## src/rtl/vnpf_pkg.sv

```systemverilog
// shared types, grammar step codes and field ids for the nal field parser
package vnpf_pkg;

   localparam int VALUE_WIDTH = 32;
   localparam int FIFO_DEPTH = 4;
   localparam int FIFO_AW = 2;

   typedef enum logic [5:0] {
      G_IDLE = 6'd0,
      G_VPS_ID, G_VPS_LAYERS, G_VPS_SUB,
      G_SPS_ID, G_SPS_VPS, G_SPS_SUB, G_SPS_CHROMA, G_SPS_CTU,
      G_SPS_X1, G_SPS_X2, G_SPS_X3, G_SPS_RPR, G_SPS_RPRX,
      G_SPS_MAXW, G_SPS_MAXH, G_SPS_CONF,
      G_SPS_L, G_SPS_R, G_SPS_T, G_SPS_B,
      G_SPS_SUBPIC, G_SPS_NSUB, G_SPS_BD,
      G_PPS_ID, G_PPS_SPS, G_PPS_X, G_PPS_W, G_PPS_H,
      G_PH_F1, G_PH_F2, G_PH_F3, G_PH_F4, G_PH_F5, G_PH_PPS, G_PH_POC,
      G_SH
   } step_type;

   localparam logic [5:0] ID_END = 6'd39;

   localparam logic [1:0] ST_OK = 2'd0;
   localparam logic [1:0] ST_HDR_TRUNC = 2'd1;
   localparam logic [1:0] ST_PAY_TRUNC = 2'd2;
   localparam logic [1:0] ST_EG_OVF = 2'd3;

   // byte class decided by the front part
   typedef enum logic [1:0] {
      K_HDR0 = 2'd0,
      K_HDR1 = 2'd1,
      K_PAYLOAD = 2'd2,
      K_DROP = 2'd3
   } kind_type;

   typedef struct packed {
      kind_type kind;
      logic [7:0] data;
      logic last;
   } entry_type;

   typedef struct packed {
      logic [5:0] id;
      logic [31:0] value;
      logic last;
      logic [1:0] status;
   } rec_type;

   // 1..8 for a fixed-width read, 0 for ue
   function automatic logic [3:0] step_width(input step_type s);
      logic [3:0] w;
      case (s)
         G_VPS_ID, G_SPS_ID, G_SPS_VPS, G_PPS_SPS: w = 4'd4;
         G_VPS_LAYERS, G_PPS_ID: w = 4'd6;
         G_VPS_SUB, G_SPS_SUB: w = 4'd3;
         G_SPS_CHROMA, G_SPS_CTU: w = 4'd2;
         G_SPS_MAXW, G_SPS_MAXH, G_SPS_L, G_SPS_R, G_SPS_T, G_SPS_B,
         G_SPS_NSUB, G_SPS_BD, G_PPS_W, G_PPS_H, G_PH_PPS: w = 4'd0;
         G_PH_POC: w = 4'd8;
         default: w = 4'd1;
      endcase
      return w;
   endfunction

   function automatic step_type first_step(input logic [4:0] t);
      step_type s;
      case (t)
         5'd14: s = G_VPS_ID;
         5'd15: s = G_SPS_ID;
         5'd16: s = G_PPS_ID;
         5'd19: s = G_PH_F1;
         default: s = (t <= 5'd11) ? G_SH : G_IDLE;
      endcase
      return s;
   endfunction

endpackage

```

## src/rtl/vnpf_front.sv

```systemverilog
// front part: header byte counting and emulation prevention classification
module vnpf_front (
   input  logic clock,
   input  logic reset,
   input  logic in_valid,
   input  logic [7:0] in_byte,
   input  logic in_last,
   output logic in_ready,
   output logic q_push,
   output vnpf_pkg::entry_type q_entry,
   input  logic q_full
);
   logic [1:0] hdr_cnt_ff, hdr_cnt_in;
   logic [1:0] zero_run_ff, zero_run_in;
   logic take;

   assign in_ready = !q_full;
   assign take = in_valid && !q_full;
   assign q_push = take;

   always_comb begin
      hdr_cnt_in = hdr_cnt_ff;
      zero_run_in = zero_run_ff;
      q_entry.data = in_byte;
      q_entry.last = in_last;
      if (hdr_cnt_ff == 2'd0) begin
         q_entry.kind = vnpf_pkg::K_HDR0;
      end else if (hdr_cnt_ff == 2'd1) begin
         q_entry.kind = vnpf_pkg::K_HDR1;
      end else if (zero_run_ff == 2'd2 && in_byte == 8'h03) begin
         q_entry.kind = vnpf_pkg::K_DROP;
      end else begin
         q_entry.kind = vnpf_pkg::K_PAYLOAD;
      end
      if (take) begin
         if (hdr_cnt_ff != 2'd2) begin
            hdr_cnt_in = hdr_cnt_ff + 2'd1;
         end else if (q_entry.kind == vnpf_pkg::K_DROP || in_byte != 8'h00) begin
            zero_run_in = 2'd0;
         end else if (zero_run_ff != 2'd2) begin
            zero_run_in = zero_run_ff + 2'd1;
         end
         if (in_last) begin
            hdr_cnt_in = 2'd0;
            zero_run_in = 2'd0;
         end
      end
   end

   always_ff @(posedge clock) begin
      if (reset) begin
         hdr_cnt_ff <= 2'd0;
         zero_run_ff <= 2'd0;
      end else begin
         hdr_cnt_ff <= hdr_cnt_in;
         zero_run_ff <= zero_run_in;
      end
   end

   assert property (@(posedge clock) disable iff (reset)
      hdr_cnt_ff != 2'd3)
      else $error("header count out of range");
   assert property (@(posedge clock) disable iff (reset)
      (take && in_last) |=> hdr_cnt_ff == 2'd0)
      else $error("header count not cleared at unit end");
   assert property (@(posedge clock) disable iff (reset)
      (q_push && q_entry.kind == vnpf_pkg::K_DROP) |-> hdr_cnt_ff == 2'd2)
      else $error("drop inside header");
endmodule

```

## src/rtl/vnpf_fifo.sv

```systemverilog
// short entry queue between front and back
module vnpf_fifo (
   input  logic clock,
   input  logic reset,
   input  logic push,
   input  vnpf_pkg::entry_type wdata,
   output logic full,
   input  logic pop,
   output vnpf_pkg::entry_type rdata,
   output logic empty
);
   vnpf_pkg::entry_type mem_ff [vnpf_pkg::FIFO_DEPTH];
   logic [vnpf_pkg::FIFO_AW-1:0] wp_ff, rp_ff;
   logic [vnpf_pkg::FIFO_AW:0] cnt_ff;
   logic do_push, do_pop;

   assign full = cnt_ff == (vnpf_pkg::FIFO_AW+1)'(vnpf_pkg::FIFO_DEPTH);
   assign empty = cnt_ff == '0;
   assign do_push = push && !full;
   assign do_pop = pop && !empty;
   assign rdata = mem_ff[rp_ff];

   always_ff @(posedge clock) begin
      if (do_push) mem_ff[wp_ff] <= wdata;
   end

   always_ff @(posedge clock) begin
      if (reset) begin
         wp_ff <= '0;
         rp_ff <= '0;
         cnt_ff <= '0;
      end else begin
         if (do_push) wp_ff <= wp_ff + 1'b1;
         if (do_pop) rp_ff <= rp_ff + 1'b1;
         if (do_push && !do_pop) cnt_ff <= cnt_ff + 1'b1;
         else if (do_pop && !do_push) cnt_ff <= cnt_ff - 1'b1;
      end
   end

   assert property (@(posedge clock) disable iff (reset)
      cnt_ff <= (vnpf_pkg::FIFO_AW+1)'(vnpf_pkg::FIFO_DEPTH))
      else $error("queue count overflow");
   assert property (@(posedge clock) disable iff (reset)
      (do_push && !do_pop) |=> cnt_ff == $past(cnt_ff) + 1'b1)
      else $error("queue count not advanced");
   assert property (@(posedge clock) disable iff (reset)
      (wp_ff == rp_ff) |-> (empty || full))
      else $error("pointer and count disagree");
endmodule

```

## src/rtl/vnpf_back.sv

```systemverilog
// back part: bit serial grammar walk, one bit or one record per cycle while the receiver takes records
module vnpf_back (
   input  logic clock,
   input  logic reset,
   input  logic q_empty,
   input  vnpf_pkg::entry_type q_entry,
   output logic q_pop,
   output logic rec_valid,
   output vnpf_pkg::rec_type rec,
   input  logic rec_ready
);
   // pending record slots: a finished read may emit up to three records
   vnpf_pkg::rec_type pend_ff [3], pend_in [3];
   logic [1:0] npend_ff, npend_in;
   logic [1:0] pidx_ff, pidx_in;

   logic [7:0] fhb_ff, fhb_in;
   vnpf_pkg::step_type step_ff, step_in;
   logic [31:0] acc_ff, acc_in;
   logic [5:0] bcnt_ff, bcnt_in;
   logic gph_ff, gph_in;
   logic [4:0] csub_ff, csub_in;
   logic [31:0] sz_ff [6], sz_in [6];
   logic done_ff, done_in;
   logic [1:0] pst_ff, pst_in;
   logic [2:0] bit_ff, bit_in;      // next bit index, counts down
   logic busy_ff, busy_in;          // a payload byte is being shifted
   logic [7:0] byte_ff, byte_in;
   logic blast_ff, blast_in;
   logic endp_ff, endp_in;          // end record owed after this byte
   // cropped size is computed in its own step from the registered sizes: sum then scale/subtract
   logic crop_ff, crop_in;
   // keyframe flag waits until the first three header records are out
   logic kf_ff, kf_in, kfp_ff, kfp_in;

   logic b;
   logic [3:0] w;
   logic fin;
   logic [31:0] fv;
   logic [1:0] sx_sh, sy_sh;
   logic [31:0] suml, sumt;

   function automatic vnpf_pkg::rec_type mk(input logic [5:0] i, input logic [31:0] v);
      vnpf_pkg::rec_type r;
      r.id = i;
      r.value = v;
      r.last = 1'b0;
      r.status = vnpf_pkg::ST_OK;
      return r;
   endfunction

   assign rec_valid = npend_ff != 2'd0;
   assign rec = pend_ff[pidx_ff];
   assign b = byte_ff[bit_ff];
   assign w = vnpf_pkg::step_width(step_ff);

   always_comb begin
      sx_sh = (csub_ff[4:3] == 2'd1 || csub_ff[4:3] == 2'd2) ? 2'd1 : 2'd0;
      sy_sh = (csub_ff[4:3] == 2'd1) ? 2'd1 : 2'd0;
      suml = sz_ff[2] + sz_ff[3];
      sumt = sz_ff[4] + sz_ff[5];
   end

   always_comb begin
      npend_in = npend_ff;
      pidx_in = pidx_ff;
      for (int i = 0; i < 3; i++) pend_in[i] = pend_ff[i];
      for (int i = 0; i < 6; i++) sz_in[i] = sz_ff[i];
      fhb_in = fhb_ff;
      step_in = step_ff;
      acc_in = acc_ff;
      bcnt_in = bcnt_ff;
      gph_in = gph_ff;
      csub_in = csub_ff;
      done_in = done_ff;
      pst_in = pst_ff;
      bit_in = bit_ff;
      busy_in = busy_ff;
      byte_in = byte_ff;
      blast_in = blast_ff;
      endp_in = endp_ff;
      crop_in = crop_ff;
      kf_in = kf_ff;
      kfp_in = kfp_ff;
      q_pop = 1'b0;
      fin = 1'b0;
      fv = '0;

      if (npend_ff != 2'd0) begin
         // drain records first
         if (rec_ready) begin
            if (pidx_ff == npend_ff - 2'd1) begin
               npend_in = 2'd0;
               pidx_in = 2'd0;
            end else begin
               pidx_in = pidx_ff + 2'd1;
            end
         end
      end else if (kfp_ff) begin
         // keyframe record rides as the fourth header record
         pend_in[0] = mk(6'd3, {31'd0, kf_ff});
         npend_in = 2'd1;
         kfp_in = 1'b0;
      end else if (crop_ff) begin
         crop_in = 1'b0;
         pend_in[0] = mk(6'd21, sz_ff[0] - (suml << sx_sh));
         pend_in[1] = mk(6'd22, sz_ff[1] - (sumt << sy_sh));
         npend_in = 2'd2;
      end else if (busy_ff) begin
         if (done_ff) begin
            busy_in = 1'b0;
         end else begin
            if (w != 4'd0) begin
               acc_in = {acc_ff[30:0], b};
               bcnt_in = bcnt_ff + 6'd1;
               if ({2'b00, bcnt_in} >= {4'd0, w}) begin
                  fin = 1'b1;
                  fv = acc_in;
                  acc_in = '0;
                  bcnt_in = '0;
               end
            end else if (!gph_ff) begin
               if (!b) begin
                  bcnt_in = bcnt_ff + 6'd1;
                  if (bcnt_in >= 6'(vnpf_pkg::VALUE_WIDTH)) begin
                     pst_in = vnpf_pkg::ST_EG_OVF;
                     done_in = 1'b1;
                     step_in = vnpf_pkg::G_IDLE;
                  end
               end else if (bcnt_ff == '0) begin
                  fin = 1'b1;
               end else begin
                  gph_in = 1'b1;
                  acc_in = 32'd1;
               end
            end else begin
               acc_in = {acc_ff[30:0], b};
               bcnt_in = bcnt_ff - 6'd1;
               if (bcnt_in == '0) begin
                  fin = 1'b1;
                  fv = acc_in - 32'd1;
                  gph_in = 1'b0;
                  acc_in = '0;
               end
            end
            if (bit_ff == 3'd0) busy_in = 1'b0;
            bit_in = bit_ff - 3'd1;
         end
      end else if (endp_ff) begin
         endp_in = 1'b0;
         pend_in[0].id = vnpf_pkg::ID_END;
         pend_in[0].value = '0;
         pend_in[0].last = 1'b1;
         if (!blast_ff) pend_in[0].status = vnpf_pkg::ST_HDR_TRUNC;
         else if (done_ff) pend_in[0].status = pst_ff;
         else if (step_ff == vnpf_pkg::G_PH_POC) pend_in[0].status = vnpf_pkg::ST_OK;
         else pend_in[0].status = vnpf_pkg::ST_PAY_TRUNC;
         npend_in = 2'd1;
         // back to reset state
         blast_in = 1'b0;
         step_in = vnpf_pkg::G_IDLE;
         acc_in = '0; bcnt_in = '0; gph_in = 1'b0; csub_in = '0;
         for (int i = 0; i < 6; i++) sz_in[i] = '0;
         done_in = 1'b0; pst_in = vnpf_pkg::ST_OK; fhb_in = '0;
      end else if (!q_empty) begin
         q_pop = 1'b1;
         endp_in = q_entry.last;
         case (q_entry.kind)
            vnpf_pkg::K_HDR0: fhb_in = q_entry.data;
            vnpf_pkg::K_HDR1: begin
               blast_in = 1'b1;   // header complete
               pend_in[0] = mk(6'd0, {27'd0, fhb_ff[7:3]});
               pend_in[1] = mk(6'd1, {26'd0, fhb_ff[2:0], q_entry.data[7:5]});
               pend_in[2] = mk(6'd2, {29'd0, q_entry.data[2:0]});
               npend_in = 2'd3;
               step_in = vnpf_pkg::first_step(fhb_ff[7:3]);
               if (step_in == vnpf_pkg::G_IDLE) done_in = 1'b1;
               kf_in = (fhb_ff[7:3] >= 5'd7 && fhb_ff[7:3] <= 5'd10);
               kfp_in = 1'b1;
            end
            vnpf_pkg::K_PAYLOAD: begin
               byte_in = q_entry.data;
               bit_in = 3'd7;
               busy_in = 1'b1;
            end
            default: ;
         endcase
      end

      if (fin) begin
         case (step_ff)
            vnpf_pkg::G_VPS_ID: begin pend_in[0] = mk(6'd4, fv); npend_in = 2'd1;
               step_in = vnpf_pkg::G_VPS_LAYERS; end
            vnpf_pkg::G_VPS_LAYERS: begin pend_in[0] = mk(6'd5, fv); npend_in = 2'd1;
               step_in = vnpf_pkg::G_VPS_SUB; end
            vnpf_pkg::G_VPS_SUB: begin pend_in[0] = mk(6'd6, fv); npend_in = 2'd1;
               done_in = 1'b1; step_in = vnpf_pkg::G_IDLE; end
            vnpf_pkg::G_SPS_ID: begin pend_in[0] = mk(6'd7, fv); npend_in = 2'd1;
               step_in = vnpf_pkg::G_SPS_VPS; end
            vnpf_pkg::G_SPS_VPS: begin pend_in[0] = mk(6'd8, fv); npend_in = 2'd1;
               step_in = vnpf_pkg::G_SPS_SUB; end
            vnpf_pkg::G_SPS_SUB: begin csub_in[2:0] = fv[2:0];
               pend_in[0] = mk(6'd9, fv); npend_in = 2'd1;
               step_in = vnpf_pkg::G_SPS_CHROMA; end
            vnpf_pkg::G_SPS_CHROMA: begin csub_in[4:3] = fv[1:0];
               pend_in[0] = mk(6'd10, fv); npend_in = 2'd1;
               step_in = vnpf_pkg::G_SPS_CTU; end
            vnpf_pkg::G_SPS_CTU: begin
               pend_in[0] = mk(6'd11, fv);
               pend_in[1] = mk(6'd12, 32'd1 << ({3'd0, fv[1:0]} + 5'd5));
               npend_in = 2'd2; step_in = vnpf_pkg::G_SPS_X1; end
            vnpf_pkg::G_SPS_X1: step_in = (csub_ff[2:0] != 3'd0) ?
               vnpf_pkg::G_SPS_X2 : vnpf_pkg::G_SPS_X3;
            vnpf_pkg::G_SPS_X2: step_in = vnpf_pkg::G_SPS_X3;
            vnpf_pkg::G_SPS_X3: step_in = vnpf_pkg::G_SPS_RPR;
            vnpf_pkg::G_SPS_RPR: begin pend_in[0] = mk(6'd13, fv); npend_in = 2'd1;
               step_in = fv[0] ? vnpf_pkg::G_SPS_RPRX : vnpf_pkg::G_SPS_MAXW; end
            vnpf_pkg::G_SPS_RPRX: step_in = vnpf_pkg::G_SPS_MAXW;
            vnpf_pkg::G_SPS_MAXW: begin sz_in[0] = fv; pend_in[0] = mk(6'd14, fv);
               npend_in = 2'd1; step_in = vnpf_pkg::G_SPS_MAXH; end
            vnpf_pkg::G_SPS_MAXH: begin sz_in[1] = fv; pend_in[0] = mk(6'd15, fv);
               npend_in = 2'd1; step_in = vnpf_pkg::G_SPS_CONF; end
            vnpf_pkg::G_SPS_CONF: begin
               pend_in[0] = mk(6'd16, fv); npend_in = 2'd1;
               if (fv[0]) step_in = vnpf_pkg::G_SPS_L;
               else begin
                  for (int i = 2; i < 6; i++) sz_in[i] = '0;
                  crop_in = 1'b1; step_in = vnpf_pkg::G_SPS_SUBPIC;
               end
            end
            vnpf_pkg::G_SPS_L: begin sz_in[2] = fv; pend_in[0] = mk(6'd17, fv);
               npend_in = 2'd1; step_in = vnpf_pkg::G_SPS_R; end
            vnpf_pkg::G_SPS_R: begin sz_in[3] = fv; pend_in[0] = mk(6'd18, fv);
               npend_in = 2'd1; step_in = vnpf_pkg::G_SPS_T; end
            vnpf_pkg::G_SPS_T: begin sz_in[4] = fv; pend_in[0] = mk(6'd19, fv);
               npend_in = 2'd1; step_in = vnpf_pkg::G_SPS_B; end
            vnpf_pkg::G_SPS_B: begin sz_in[5] = fv; pend_in[0] = mk(6'd20, fv);
               npend_in = 2'd1; crop_in = 1'b1; step_in = vnpf_pkg::G_SPS_SUBPIC; end
            vnpf_pkg::G_SPS_SUBPIC: step_in = fv[0] ? vnpf_pkg::G_SPS_NSUB :
               vnpf_pkg::G_SPS_BD;
            vnpf_pkg::G_SPS_NSUB: begin pend_in[0] = mk(6'd23, fv); npend_in = 2'd1;
               step_in = vnpf_pkg::G_SPS_BD; end
            vnpf_pkg::G_SPS_BD: begin pend_in[0] = mk(6'd24, fv);
               pend_in[1] = mk(6'd25, fv + 32'd8); npend_in = 2'd2;
               done_in = 1'b1; step_in = vnpf_pkg::G_IDLE; end
            vnpf_pkg::G_PPS_ID: begin pend_in[0] = mk(6'd26, fv); npend_in = 2'd1;
               step_in = vnpf_pkg::G_PPS_SPS; end
            vnpf_pkg::G_PPS_SPS: begin pend_in[0] = mk(6'd27, fv); npend_in = 2'd1;
               step_in = vnpf_pkg::G_PPS_X; end
            vnpf_pkg::G_PPS_X: step_in = vnpf_pkg::G_PPS_W;
            vnpf_pkg::G_PPS_W: begin sz_in[0] = fv; pend_in[0] = mk(6'd28, fv);
               npend_in = 2'd1; step_in = vnpf_pkg::G_PPS_H; end
            vnpf_pkg::G_PPS_H: begin pend_in[0] = mk(6'd29, fv);
               pend_in[1] = mk(6'd21, sz_ff[0]); pend_in[2] = mk(6'd22, fv);
               npend_in = 2'd3; done_in = 1'b1; step_in = vnpf_pkg::G_IDLE; end
            vnpf_pkg::G_PH_F1, vnpf_pkg::G_PH_F2, vnpf_pkg::G_PH_F3,
            vnpf_pkg::G_PH_F4, vnpf_pkg::G_PH_F5: begin
               pend_in[0] = mk(6'd30 + (step_ff - 6'(vnpf_pkg::G_PH_F1)), fv);
               npend_in = 2'd1;
               step_in = vnpf_pkg::step_type'(step_ff + 6'd1); end
            vnpf_pkg::G_PH_PPS: begin pend_in[0] = mk(6'd35, fv); npend_in = 2'd1;
               step_in = vnpf_pkg::G_PH_POC; end
            vnpf_pkg::G_PH_POC: begin pend_in[0] = mk(6'd36, fv);
               pend_in[1] = mk(6'd37, fv); npend_in = 2'd2;
               done_in = 1'b1; step_in = vnpf_pkg::G_IDLE; end
            vnpf_pkg::G_SH: begin pend_in[0] = mk(6'd38, fv); npend_in = 2'd1;
               done_in = 1'b1; step_in = vnpf_pkg::G_IDLE; end
            default: begin done_in = 1'b1; step_in = vnpf_pkg::G_IDLE; end
         endcase
      end
   end

   always_ff @(posedge clock) begin
      for (int i = 0; i < 3; i++) pend_ff[i] <= pend_in[i];
      byte_ff <= byte_in;
   end

   always_ff @(posedge clock) begin
      if (reset) begin
         npend_ff <= '0; pidx_ff <= '0;
         step_ff <= vnpf_pkg::G_IDLE;
         acc_ff <= '0; fhb_ff <= '0; kf_ff <= 1'b0;
         for (int i = 0; i < 6; i++) sz_ff[i] <= '0;
         bcnt_ff <= '0; gph_ff <= 1'b0; csub_ff <= '0;
         done_ff <= 1'b0; pst_ff <= vnpf_pkg::ST_OK;
         bit_ff <= '0; busy_ff <= 1'b0; blast_ff <= 1'b0;
         endp_ff <= 1'b0; crop_ff <= 1'b0; kfp_ff <= 1'b0;
      end else begin
         npend_ff <= npend_in; pidx_ff <= pidx_in;
         step_ff <= step_in;
         acc_ff <= acc_in; fhb_ff <= fhb_in; kf_ff <= kf_in;
         for (int i = 0; i < 6; i++) sz_ff[i] <= sz_in[i];
         bcnt_ff <= bcnt_in; gph_ff <= gph_in; csub_ff <= csub_in;
         done_ff <= done_in; pst_ff <= pst_in;
         bit_ff <= bit_in; busy_ff <= busy_in; blast_ff <= blast_in;
         endp_ff <= endp_in; crop_ff <= crop_in; kfp_ff <= kfp_in;
      end
   end

   assert property (@(posedge clock) disable iff (reset)
      npend_ff != 2'd0 |-> pidx_ff < npend_ff)
      else $error("record index past pending count");
   assert property (@(posedge clock) disable iff (reset)
      q_pop |-> (npend_ff == 2'd0 && !busy_ff && !crop_ff && !endp_ff && !kfp_ff))
      else $error("queue popped while busy");
   assert property (@(posedge clock) disable iff (reset)
      done_ff |-> step_ff == vnpf_pkg::G_IDLE)
      else $error("step left after parse end");
endmodule

```

## src/rtl/video_nal_parameter_field_parser.sv

```systemverilog
// top level of the nal header and parameter field parser
// usage:
//  - input side is a queue: drive req_nal_byte and req_last_byte with push,
//    the item is taken when push is high and full is low
//  - result side is a queue: while empty is low, rsp_* hold the oldest record,
//    pop takes it
//  - the front part counts header bytes and flags emulation prevention bytes,
//    then drops the item into a four-entry queue
//  - the back part walks the grammar one payload bit per cycle while the
//    receiver takes records: a payload byte is loaded, then shifted bit by
//    bit; each record and a cropped size pair take a step each; after the
//    parse end a byte is loaded and discarded; a first header byte or dropped
//    byte is only popped; the second header byte: load, three records, keyframe
//  - after the last byte the unit-end record is built, then popped
//  - records leave through a pending slot set; the back part stalls while the
//    receiver holds pop low, and the front queue then fills and raises full
//  - synchronous reset clears all control state; the block is ready the
//    cycle after reset drops
module video_nal_parameter_field_parser (
   input  logic clock,
   input  logic reset,
   input  logic push,
   output logic full,
   input  logic [7:0] req_nal_byte,
   input  logic req_last_byte,
   output logic empty,
   input  logic pop,
   output logic [5:0] rsp_field_id,
   output logic [31:0] rsp_field_value,
   output logic rsp_last_record,
   output logic [1:0] rsp_status
);
   logic in_ready;
   logic q_push, q_full, q_pop, q_empty;
   vnpf_pkg::entry_type q_wdata, q_rdata;
   logic rec_valid;
   vnpf_pkg::rec_type rec;

   assign full = !in_ready;

   vnpf_front u_front (
      .clock(clock), .reset(reset),
      .in_valid(push), .in_byte(req_nal_byte), .in_last(req_last_byte),
      .in_ready(in_ready), .q_push(q_push), .q_entry(q_wdata), .q_full(q_full)
   );

   vnpf_fifo u_fifo (
      .clock(clock), .reset(reset),
      .push(q_push), .wdata(q_wdata), .full(q_full),
      .pop(q_pop), .rdata(q_rdata), .empty(q_empty)
   );

   vnpf_back u_back (
      .clock(clock), .reset(reset),
      .q_empty(q_empty), .q_entry(q_rdata), .q_pop(q_pop),
      .rec_valid(rec_valid), .rec(rec), .rec_ready(pop)
   );

   // records come straight from the pending slots
   assign empty = !rec_valid;
   assign rsp_field_id = rec.id;
   assign rsp_field_value = rec.value;
   assign rsp_last_record = rec.last;
   assign rsp_status = rec.status;

   assert property (@(posedge clock) disable iff (reset)
      rsp_last_record && !empty |-> rsp_field_id == vnpf_pkg::ID_END)
      else $error("last record without end id");
   assert property (@(posedge clock) disable iff (reset)
      (!empty && rsp_field_id != vnpf_pkg::ID_END) |-> rsp_status == vnpf_pkg::ST_OK)
      else $error("status on a field record");
   assert property (@(posedge clock) disable iff (reset)
      (!empty && rsp_field_id == vnpf_pkg::ID_END) |-> rsp_field_value == '0)
      else $error("end record carries a value");
endmodule
```

## config.mk

```make
export PLATFORM = sky130hd
export DESIGN_NAME = video_nal_parameter_field_parser
export DESIGN_NICKNAME = d
export VERILOG_FILES = /design/src/rtl/vnpf_pkg.sv /design/src/rtl/vnpf_front.sv /design/src/rtl/vnpf_fifo.sv /design/src/rtl/vnpf_back.sv /design/src/rtl/video_nal_parameter_field_parser.sv
export SDC_FILE = /design/constraint.sdc
export NUM_CORES = 1
export LEC_CHECK = 0
export ABC_AREA = 1
export BUFFER_PORTS_ARGS = -buffer_cell sky130_fd_sc_hd__buf_2
export CELL_PAD_IN_SITES_DETAIL_PLACEMENT = 1
export CELL_PAD_IN_SITES_GLOBAL_PLACEMENT = 1
export CORE_UTILIZATION = 46
export DETAILED_ROUTE_END_ITERATION = 10
export PLACE_DENSITY = 0.85
export SLEW_MARGIN = 40
export SYNTH_ARGS = -nofsm -noshare
export SYNTH_HDL_FRONTEND = slang
export SYNTH_HIERARCHICAL = 1
export SYNTH_SLANG_ARGS = --single-unit
```

## constraint.sdc

```tcl
create_clock -name clock -period 5.2 [get_ports clock]
set_input_delay 1.04 -clock clock [delete_from_list [all_inputs] [get_ports clock]]
set_output_delay 1.04 -clock clock [all_outputs]
set_load 0.01 [all_outputs]
```

### After elaboration in Yosys (flattened, before gate mapping)

Memory sizes are Yosys's and may differ from the RTL's. A register that Yosys moved wholly into a read port is not among the register bits.
Index checks and enable logic that the tools add are counted.

| storage, ports and cells | value |
|---|---|
| register bits after elaboration | 92 |
| bits in writable memories | 359 |
| memory bits (read-only) | 256 |
| input bits | 13 |
| output and inout bits | 43 |
| logic and storage cells | 411 |
| memories | 4 |

| operators by class | value |
|---|---|
| add/subtract/negate cells | 21 |
| order comparisons | 6 |
| eq/ne operators | 73 |
| shift-type cells | 3 |
| mux-type cells | 216 |
| bitwise logic cells | 12 |
| reductions and logical operators | 53 |

Memories:

| name | depth | width | rd ports | clocked after memory_dff | wr ports | line | RTL |
|---|---|---|---|---|---|---|---|
| (no name shown) | 64 | 4 | 1 | 1 | 0 | vnpf_pkg.sv:52 | `case (s)` |
| u_back.sz_ff | 6 | 32 | 6 | 0 | 6 | vnpf_back.sv:23 | `logic [31:0] sz_ff [6], sz_in [6];` |
| u_back.pend_ff | 3 | 41 | 4 | 1 | 3 | vnpf_back.sv:13 | `vnpf_pkg::rec_type pend_ff [3], pend_in [3];` |
| u_fifo.mem_ff | 4 | 11 | 1 | 1 | 1 | vnpf_fifo.sv:12 | `vnpf_pkg::entry_type mem_ff [vnpf_pkg::FIFO_DEPTH];` |

Operators by type and width:

| operator | number |
|---|---|
| two-way mux 123 bit | 10 |
| two-way mux 192 bit | 6 |
| one-hot mux 41 bit (26 select lines) | 1 |
| two-way mux 32 bit | 17 |
| two-way mux 31 bit | 9 |
| one-hot mux 32 bit (2 select lines) | 4 |
| two-way mux 82 bit | 3 |
| two-way mux 6 bit | 30 |
| two-way mux 41 bit | 4 |
| one-hot mux 41 bit (4 select lines) | 1 |
| one-hot mux 6 bit (27 select lines) | 1 |
| two-way mux 128 bit | 1 |
| equality test 6 x 5 -> 1 bit (second input constant) | 16 |
| two-way mux 1 bit | 72 |
| two-way mux 2 bit | 35 |
| adder 32 bit | 2 |
| left shift 32 x 2 -> 32 bit | 2 |
| subtractor 32 bit | 2 |
| equality test 6 x 4 -> 1 bit (second input constant) | 8 |
| adder 32 x 4 -> 32 bit (second input constant) | 1 |
| left shift 1 x 5 -> 32 bit (first input constant) | 1 |
| subtractor 32 x 1 -> 32 bit (second input constant) | 1 |
| OR reduction 31 bit | 1 |
| equality test 6 bit (second input constant) | 5 |
| other kinds (59) | 151 |

### Longest topological paths before layout

| depth | value |
|---|---|
| depth in word-level cells | 21 |
| depth in mapped cells | 31 |
| mapped depth without buffers | 31 |

### Cells and area by module

Netlist, hierarchy kept.

Modules (own cells, without submodules):

| module | instances | cells each | area each (sq um) | seq. area each (sq um) |
|---|---|---|---|---|
| vnpf_back | 1 | 4393 | 28274.6 | 8107.8 |
| vnpf_fifo | 1 | 177 | 2163.3 | 1501.4 |
| vnpf_front | 1 | 60 | 397.9 | 80.1 |
| video_nal_parameter_field_parser | 1 | 2 | 7.5 | 0.0 |

### Worst setup path after synthesis

OpenSTA, ideal clock, no wires.

| path | value |
|---|---|
| kind | flip-flop to flip-flop |
| start | memory u_back.sz_ff[4][0] (netlist: u_back/sz_ff[0][128]) |
| end | memory u_back/pend_ff[1][32] in the netlist's numbering |
| arrival | 4018 ps |
| required time | 5083 ps |
| slack | 1065 ps |
| cell stages (with the launch flop) | 25 |
| clock period less this slack | 4135 ps |
| cell sequence | dfxtp_1 -> ha_1 -> fa_1 -> nand3_1 -> nand2_1 -> a21o_1 -> a21oi_1 -> o21ai_0 -> a21oi_1 -> o21ai_0 -> or2_2 -> nand3_1 -> o21ai_0 -> ha_1 -> nand2_1 -> nand2_1 -> a31oi_1 -> a21boi_0 -> nor2_1 -> a2111oi_0 -> nand3_1 -> nand3_1 -> nand2_1 -> a21oi_1 -> a21oi_1 |

RTL lines:

| element | line |
|---|---|
| start, declared | vnpf_back.sv:23 |
| end, declared | vnpf_back.sv:13 |

==> results_dict.tcl <==
set metrics [dict create \
    run_status "finished, violations left" \
    violations "design-rule violations" \
    syn_inst 4632 \
    ys_warn_count 6 \
    ys_top_cells_by_count "956 x nand2_1, 528 x a21oi_1, 497 x nand3_1, 443 x inv_1, 413 x nor2_1" \
    portBuffers 55 \
    rsz0062_at_grt "yes" \
    antenna_found_initial 3 \
    met1_length_um 54800 \
    syn_nets 4804 \
    grt_max_degree 187 \
    syn_avg_cell_area_um2 6.66 \
    drc 4 \
    clock_skew_ns 0.0497 \
    endpoint_kind "flop" \
    gp_congestion 1.05 \
    crit_arrival_ns 5.37 \
    pwr-share-clk_pct 27.5 \
    min_period_ns 4.87 \
    coreArea_um2 66100 \
    dr.max_layer_used "met5" \
    clockBufferDepth 3 \
    placed_area_um2 31900 \
    slew_viol_final 0 \
    yosys.cell_count.top_type "nand2_1" \
    fmax_mhz 205 \
    start_kind "flop" \
    netSwitchingPower_mw 6.44 \
    drtPass1Iterations 10 \
    viasPerCell 6.19 \
    power.internal_mw 7.88 \
    yosys.area.top_type "dfxtp_1" \
    root_buffer "clkbuf_16" \
    ys_seq_elements 458 \
    synth_top_area_share_pct 26.4 \
    worst_pin_slew_ns 0.940 \
    max_stage_delay_ns 0.42 \
    irDropWorstVdd_mv 0.335 \
    wl_met3_um 11500 \
    clk_pin_slew_worst_paths_ns 0.06 \
    route.vias.total 34100 \
    final-setup-viol-count 0 \
    die_h_um 261 \
    crit_family "compound AO/OA/AOI/OAI gates" \
    async_reset_ff_share_pct 0 \
    io_pins 56 \
    wirelength_um 138000 \
    postLayoutCoreUtil_pct 51.2 \
    pwr-share-comb_pct 40.4 \
    powerDensity_nw_per_um2 424 \
    dp_hpwl_um 102000 \
    grtUsageTotal_pct 39.6 \
    h-tree-depth 2 \
    grt_pass1_vias 34000 \
    dieArea_um2 68100 \
    slew_headroom_pct 37.2 \
    drtAntennaViolNets 0 \
    synth_edf_count 52 \
    start_util_pct 46.7 \
    final.period_utilization_pct 93.7 \
    wl_met2_um 60500 \
    drt_iter0_drc 3619 \
    crit_type "reg -> reg" \
    ys_seq_area_share_pct 31.4 \
    clock_sinks 458 \
    layout.nets 4781 \
    cts_tree "built" \
    cts_inserted_buffers 55 \
    finalInstanceArea_um2 33800 \
    rrSetupSlack_ns 0.33 \
    area_growth_pct 9.63 \
    p_seq_share_pct 32.1 \
    netSwitchingFraction_pct 45.0 \
    die_x_um 261 \
    synth_flop_cell "dfxtp_1" \
    drv_cap 0 \
    leakage_nw 14.8 \
    path_buf_inv 1 \
    drive_above_1_share_pct 8.49 \
    hold_buffers 0 \
    crit_fanout 4 \
    hold_viol_final 0 \
    hold_path_class "reg -> reg" \
    synthesis.area_um2 30800 \
    wl_per_cell_um 25.0 \
    insertion_delay_ns 0.67 \
    ys_types 72 \
    gr-total-overflow 0 \
    worst_path_most_repeated_cell "nand2_1" \
    crit_slowest_cell "fa_1" \
    synth_area_leaders "dfxtp_1 26%, nand2_1 12%, a21oi_1 8.6%" \
    grt_pass1_wl_um 205000 \
    rows 94 \
    critPathRequiredTime_ns 5.70 \
]
==> cell type report <==
cell class / instances / area [µm²]
Fill cell: 8749 / 32300
Tap cell: 864 / 1080
Timing Repair Buffer: 137 / 967
Inverter: 482 / 1820
Clock inverter: 28 / 318
Clock buffer: 73 / 1490
Sequential cell: 458 / 9690
Multi-Input combinational cell: 3475 / 18400
Antenna cell: 1 / 2.50
==> layer usage <==
metal / track usage [%] / vias up
met4: 27.8 / 2
li1: - / 15600
met1: 49.0 / 16600
met5: 0 / -
met2: 62.5 / 1498
met3: 6.97 / 447
==> repair_timing <==
action	in CTS	in global routing
buffers inserted	0	0
resized for setup	0	13
endpoints found under the setup margin	0	21
==> power groups by stage <==
stage / Sequential [mW] / Combinational [mW] / Clock (mW)
floorplan: 4.44 / 3.70 / 0
global placement: 4.62 / 5.36 / 0
detailed placement: 4.64 / 5.52 / 0
CTS: 4.57 / 5.60 / 3.97
global route: 4.63 / 6.15 / 4.11
finish: 4.60 / 5.78 / 3.94
==> flip-flops by register name (all words and copies together), names as in the netlist, 3 cells and up, named ones only <==
name and count:
u_back/csub_ff 5, u_back/bcnt_ff 6, u_back/sz_ff 192, u_back/byte_ff 8, u_back/bit_ff 3, u_back/step_ff 6, u_fifo/cnt_ff 3, u_back/acc_ff 31
u_fifo/mem_ff 44, u_back/pend_ff 123, u_back/w 4, u_back/fhb_ff 8
==> cell usage in the layout, fill, tap and decap left out, drive strengths merged, types with 5 or more instances in the layout <==
cell type and n:
a32oi 19, ha 154, nand4 52, nor3 55
xor2 43, clkbuf 73, a21boi 9, edfxtp 52
or2 17, a221oi 19, nand3 509, dfxtp 406
mux2i 11, clkinv 32, a21oi 534, nor4 17
nand2 991, o22ai 25, a21o 15, fa 5
nor2 450, buf 137, inv 470, o211ai 31
a31oi 36, o31ai 7, o21bai 20, o21ai 357
a22oi 10, a211oi 16, xnor2 29, o21a 8
==> worst reg2reg max path, delay by kind of cell, from the launching register on <==
kind                     cells  cell delay, ns
XOR/XNOR                     1            0.10
AO/OA/AOI/OAI               13            2.62
buffers and inverters        1            0.13
flip-flops                   1            0.32
adder cells (fa/ha/maj)      3            1.00
AND/OR/NAND/NOR              7            0.55
==> path summary, 6_finish.rpt <==
check                     endpoint                 start  depth (start not counted)
max reg2reg  u_back/pend_ff[1][34]  u_back/sz_ff[0][128]                         25
min reg2reg   u_back/pend_ff[2][2]  u_back/pend_ff[2][2]                          2
min           u_back/pend_ff[2][2]  u_back/pend_ff[2][2]                          2
max          u_back/pend_ff[1][34]  u_back/sz_ff[0][128]                         25
==> metrics by stage <==
stage | std cells | setup slack [ns] | TNS [ns] | total power, mW | hold slack (ns)
after global placement | 5415 | 0.410 | 0 | 9.98 | 0.426
after detailed placement | 5415 | 0.266 | 0 | 10.2 | 0.439
after CTS | 5516 | 0.224 | 0 | 14.1 | 0.452
after global routing | 5517 | -0.0549 | -0.183 | 14.9 | 0.480
after floorplan | 4632 | 1.06 | 0 | 8.14 | 0.416
final | 5518 | 0.326 | 0 | 14.3 | 0.448
==> cells by family (layout without fill, tap and decap cells) <==
| kind of cell | after synthesis | after routing | share of synthesized area [%] |
|---|---|---|---|
| AND/OR/NAND/NOR | 2101 | 2101 | 29.8 |
| adder cells (fa/ha/maj) | 159 | 159 | 6.57 |
| AO/OA/AOI/OAI | 1131 | 1131 | 20.6 |
| buffers and inverters | 699 | 720 | 9.14 |
| flip-flops | 458 | 458 | 31.4 |
| multiplexers | 12 | 12 | 0.394 |
| XOR/XNOR | 72 | 72 | 2.04 |
| other | 0 | 1 | 0 |
No activity file was read; power rests on OpenSTA's default activity.
